$ cat src/sv/uf_pkg.sv
`timescale 1ns / 1ps
// ----------------------------------------------------------------------------
// uf_pkg
// Types and constants shared by the union-find engine modules.
// ----------------------------------------------------------------------------
package uf_pkg;

  localparam int NODE_W = 10;
  localparam int SIZE_W = 11;
  localparam int RANK_W = 4;
  localparam int CNT_W  = 11;
  localparam int CFG_W  = 11;
  localparam int CFG_IDX_W = 1;

  localparam logic [RANK_W-1:0] RANK_MAX = 4'd15;
  localparam logic [SIZE_W-1:0] SIZE_MAX = 11'd2047;
  localparam logic [CNT_W-1:0]  NODE_COUNT_RST = 11'd1024;

  localparam logic CMD_UNION = 1'b0;
  localparam logic CMD_FIND  = 1'b1;

  localparam logic MODE_SIZE = 1'b0;
  localparam logic MODE_RANK = 1'b1;

  localparam logic [CFG_IDX_W-1:0] REG_NODE_COUNT = 1'd0;
  localparam logic [CFG_IDX_W-1:0] REG_UNION_MODE = 1'd1;

  localparam logic STATUS_OK  = 1'b0;
  localparam logic STATUS_BAD = 1'b1;

  typedef struct packed {
    logic              command;
    logic [NODE_W-1:0] node_a;
    logic [NODE_W-1:0] node_b;
  } in_item_t;

  typedef struct packed {
    logic [NODE_W-1:0] root;
    logic [SIZE_W-1:0] comp_size;
    logic              merged;
    logic [SIZE_W-1:0] largest_size;
    logic              status;
  } out_item_t;

  typedef enum logic [2:0] {
    ST_CLEAR,
    ST_IDLE,
    ST_WALK,
    ST_COMP,
    ST_SZX,
    ST_SZY,
    ST_MERGE,
    ST_DONE
  } state_t;

  typedef struct packed {
    logic clr;
    logic ld_item;
    logic walk;
    logic comp;
    logic start_b;
    logic rd_x;
    logic rd_y;
    logic lat_x;
    logic lat_y;
    logic merge;
    logic out_ld;
    logic ph_b;
  } dp_cmd_t;

  typedef struct packed {
    logic bad_in;
    logic found;
    logic comp_end;
    logic x_eq_y;
    logic is_find;
    logic clr_done;
    logic out_free;
  } dp_sts_t;

endpackage

$ cat src/sv/uf_ctrl.sv
`timescale 1ns / 1ps
// ----------------------------------------------------------------------------
// uf_ctrl
// Sequencer: clear pass, root walk, path compression, union merge, result.
// ----------------------------------------------------------------------------
module uf_ctrl (
  input  logic            clk,
  input  logic            rst_n,
  input  logic            in_valid,
  output logic            in_ready,
  input  uf_pkg::dp_sts_t sts,
  output uf_pkg::dp_cmd_t cmd
);

  import uf_pkg::*;

  state_t state_r, state_nxt;
  logic   ph_r, ph_nxt;

  always_ff @(posedge clk) begin
    if (!rst_n) begin
      state_r <= ST_CLEAR;
      ph_r    <= 1'b0;
    end else begin
      state_r <= state_nxt;
      ph_r    <= ph_nxt;
    end
  end

  always_comb begin
    state_nxt = state_r;
    ph_nxt    = ph_r;
    cmd       = '0;
    cmd.ph_b  = ph_r;
    in_ready  = 1'b0;
    case (state_r)
      ST_CLEAR: begin
        cmd.clr = 1'b1;
        if (sts.clr_done) begin
          state_nxt = ST_IDLE;
        end
      end
      ST_IDLE: begin
        in_ready = 1'b1;
        if (in_valid) begin
          cmd.ld_item = 1'b1;
          ph_nxt      = 1'b0;
          state_nxt   = sts.bad_in ? ST_DONE : ST_WALK;
        end
      end
      ST_WALK: begin
        cmd.walk = 1'b1;
        if (sts.found) begin
          state_nxt = ST_COMP;
        end
      end
      ST_COMP: begin
        if (!sts.comp_end) begin
          cmd.comp = 1'b1;
        end else if (!ph_r && !sts.is_find) begin
          cmd.start_b = 1'b1;
          ph_nxt      = 1'b1;
          state_nxt   = ST_WALK;
        end else begin
          cmd.rd_x  = 1'b1;
          state_nxt = ST_SZX;
        end
      end
      ST_SZX: begin
        cmd.lat_x = 1'b1;
        if (sts.is_find || sts.x_eq_y) begin
          state_nxt = ST_DONE;
        end else begin
          cmd.rd_y  = 1'b1;
          state_nxt = ST_SZY;
        end
      end
      ST_SZY: begin
        cmd.lat_y = 1'b1;
        state_nxt = ST_MERGE;
      end
      ST_MERGE: begin
        cmd.merge = 1'b1;
        state_nxt = ST_DONE;
      end
      ST_DONE: begin
        if (sts.out_free) begin
          cmd.out_ld = 1'b1;
          state_nxt  = ST_IDLE;
        end
      end
      default: begin
        state_nxt = ST_CLEAR;
      end
    endcase
  end

endmodule

$ cat config.mk
export PLATFORM = sky130hd
export DESIGN_NAME = uf_ctrl
export DESIGN_NICKNAME = d
export VERILOG_FILES = /design/src/sv/uf_pkg.sv /design/src/sv/uf_ctrl.sv
export SDC_FILE = /design/constraint.sdc
export NUM_CORES = 1
export LEC_CHECK = 0
export BUFFER_PORTS_ARGS = -buffer_cell sky130_fd_sc_hd__buf_2
export CAP_MARGIN = 40
export CORE_AREA = 2 2 39 41
export CTS_CLUSTER_DIAMETER = 80
export DETAILED_ROUTE_END_ITERATION = 12
export DIE_AREA = 0 0 41 43
export PLACE_DENSITY_LB_ADDON = 0.12
export RECOVER_POWER = 50
export REMOVE_ABC_BUFFERS = 1
export SLEW_MARGIN = 25
export SYNTH_ARGS = -nofsm -noshare
export SYNTH_HDL_FRONTEND = slang
export SYNTH_SLANG_ARGS = --single-unit
$ cat constraint.sdc
create_clock -name clk -period 1.2 [get_ports clk]
set_clock_uncertainty 0.05 [all_clocks]
set_input_delay 0.06 -clock clk [delete_from_list [all_inputs] [get_ports clk]]
set_output_delay 0.06 -clock clk [all_outputs]
set_load 0.02 [all_outputs]
==> impl_metrics.py <==
metrics = {
    "grt": {
        "grt-ovfl-total": 0,
        "grt-busiest-layer": "met2",
        "grt_use_met3_pct": 8.377,
        "use_met2_pct": 26.56,
        "use_met1_pct": 21.79,
        "grt_max_degree": 9,
        "grt_first_pass_wirelength_um": 2070,
        "grt_use_total_pct": 17.85,
        "antenna_found_initial": 0,
        "grt_pass1_vias": 455,
    },
    "min_path": {
        "min_from": "rst_n",
        "min_path_cells": 3,
        "hp-class": "in -> reg",
        "min_to": "state_r[0]",
    },
    "status": {
        "outcome": "finished with violations",
        "violations": "negative setup slack",
    },
    "drt": {
        "drcViolationCount": 0,
        "totalWireLength_um": 1383,
        "firstDrtPassIters": 4,
        "antenna_left": 0,
        "via_per_inst": 4.805,
        "drt_iter0_markers": 5,
        "vias": 543,
        "wl_per_cell_um": 12.24,
    },
    "finish": {
        "diodes": 0,
        "fin_util_pct": 58.50,
        "final_net_count": 109,
        "multi_input_area_um2": 340.3,
        "areaGrowthSynthToFinish_pct": 109.4,
        "n_fill_cell": 142,
        "register_area_um2": 91.34,
        "drive_gt1_share_pct": 65.98,
    },
    "clocking": {
        "cts_max_level": 1,
        "clock_path_buffers": 2,
        "clk_pin_slew_ps": 40,
        "root_buffer": "clkbuf_4",
        "cts_tree": "built",
        "cts_buffers": 3,
        "clk_latency_ps": 240,
        "clkSinkCount": 4,
    },
    "synthesis": {
        "avgSynthCellArea_um2": 7.029,
        "synthTopCellsByArea": "dfxtp_1 21%, nor2_1 8.7%, nand2_1 7.8%, buf_4 5.8%, mux2i_1 5.2%",
        "synthArstFlopShare_pct": 0,
        "synth_top_area_share_pct": 20.71,
        "synth_area_um2": 386.6,
        "synth_edf_count": 0,
        "synth_top_area_cell": "dfxtp_1",
        "synth_top_flop_cell": "dfxtp_1",
        "ys_warn_count": 0,
        "postSynthCellCount": 55,
        "synth-seq-area-share_pct": 20.71,
        "ys_types": 24,
        "synth-seq-cells": 4,
        "yosysMostFrequentCell": "nor2_1",
        "netlist_top_cells_count": "9 x nor2_1, 8 x nand2_1, 4 x dfxtp_1, 4 x nor3_1",
    },
    "die": {
        "initial_core_util_pct": 27.94,
        "die_y_um": 43,
        "ioPinCount": 23,
        "die_area_mm2": 0.001763,
        "dieWidth_um": 41,
        "rows": 14,
        "coreArea_mm2": 0.001384,
    },
    "place": {
        "hpwlAfterDp_um": 894.2,
        "gp_congestion": 0.8284,
        "place_ws_ps": -110.8,
        "place.port_buffers": 22,
    },
    "worst_setup_path": {
        "rr_endpoint": "state_r[1]",
        "r2r_slack_ps": -100,
        "cp_data_arrival_time_ps": 1230,
        "startpoint_type": "register",
        "cp_slowest_cell": "dfxtp_4",
        "critPathMaxStageDelay_ps": 380,
        "critical_path_class": "reg -> out",
        "critical_path.most_common_cell": "buf_4",
        "cp_data_required_time_ps": 1090,
        "r2r-start": "state_r[2]",
        "r2r_cells": 6,
        "path_max_fanout": 6,
        "crit_chain": "and2b_1 > buf_4 > nor2b_1 > buf_4",
        "end_kind": "primary output",
    },
    "power_and_ir_drop": {
        "p_leak_nw": 0.3934,
        "p_int_uw": 588.6,
        "pwr-share-clk_pct": 17.3,
        "sw_frac_of_total_pct": 39.58,
        "p_sw_uw": 385.6,
        "power-per-cell-area_mw_per_mm2": 1203,
        "pwr-share-comb_pct": 61.2,
        "power_frac_seq_pct": 21.5,
        "ir_worst_vdd_uv": 698.0,
    },
    "timing": {
        "grt_setup_unrepaired": "true",
        "fmax_ghz": 0.7452,
        "worst_slew_pin_slew_ps": 274.1,
        "setup_ws_ps": -142.0,
        "fin_crit_ps": 1342,
        "setup-violations-final": 11,
        "max_slew_margin_pct": 81.44,
        "final-hold-violation-count": 0,
        "min_period_over_period_pct": 111.8,
        "final_max_slew_viol_count": 0,
    },
    "flow_run": {
        "maxCapViolCount": 0,
    },
}
how the worst max path moves through the flow:
stage	slack (ps)	end	from	cells after the start
after floorplan	-520	ph_r	state_r[0]	3
final	-140	cmd[9]	state_r[2]	4
after global placement	-90	state_r[1]	state_r[2]	5
after global routing	-180	cmd[7]	state_r[2]	4
after detailed placement	-110	state_r[2]	state_r[1]	4
after CTS	-140	cmd[7]	state_r[2]	4
layout by cell type, fill, tap and decap left out, drive strengths merged, types with 2 or more instances in the layout:
cell type,instances
nor2,9
inv,3
o21ai,2
a21oi,3
clkbuf,4
dfxtp,4
o311ai,2
nand2,8
mux2i,2
buf,42
and2,2
nor3,4
nor3b,2
repair_timing:
| item | 4_1_cts | 5_1_grt |
|---|---|---|
| hold buffers | 1 | 0 |
| cloned | 1 | 0 |
| hold endpoints to repair | 1 | 0 |
| setup buffers | 7 | 3 |
| endpoints found under the setup margin | 16 | 16 |
| pin swaps | 9 | 3 |
| gates resized for setup | 37 | 7 |
per-layer routing:
metal / vias to the layer above / routed length, um
met4: 0 / 19
met5: - / 0
met1: 247 / 587
met3: 2 / 76
li1: 275 / -
met2: 19 / 700
flip-flops by register name, summed over array words and instances (netlist names):
register  cells
state_r       3
ph_r          1
layout make-up:
cell class | count | share of cell area, %
Clock buffer | 3 | 2.782
Inverter | 3 | 1.391
Multi-Input combinational cell | 43 | 42.04
Tap cell | 16 | 2.473
Sequential cell | 4 | 11.28
Timing Repair Buffer | 44 | 40.03
critical path: cells and delay by family (launching register included):
| kind | cells | cell delay [ps] |
|---|---|---|
| flip-flops | 1 | 380 |
| AND/OR/NAND/NOR | 2 | 330 |
| buffers and inverters | 2 | 290 |
metrics by stage:
stage                     cells  total power [mW]  instance area [um2]  hold WS, ps  TNS (ps)
final                       113            0.9742                809.5        15.99    -890.8
after global placement       99            0.5884                560.5        230.6    -361.7
after global routing        113             1.025                809.5        36.19     -1540
after detailed placement     99            0.5877                560.5        224.7    -433.8
after CTS                   110            0.9222                760.7        16.38    -856.0
after floorplan              50            0.4129                347.8        100.8     -2145
logic make-up (layout without fill, tap and decap cells):
kind of cell           after synthesis  count (layout)  share of synthesized area [%]
AOI/OAI and AO/OA                   11              11                          21.68
buffers and inverters                8              50                          12.94
DFF                                  4               4                          20.71
muxes                                3               3                          9.061
and+or+nand+nor                     29              29                          35.60
power groups by stage:
stage               registers (mW)  logic (mW)  clock network, mW
finish                       0.210       0.596              0.169
global route                 0.213       0.634              0.178
CTS                          0.209       0.545              0.168
detailed placement           0.205       0.383                  0
global placement             0.204       0.384                  0
floorplan                    0.218       0.195                  0
(Power assumes the default switching activity.)
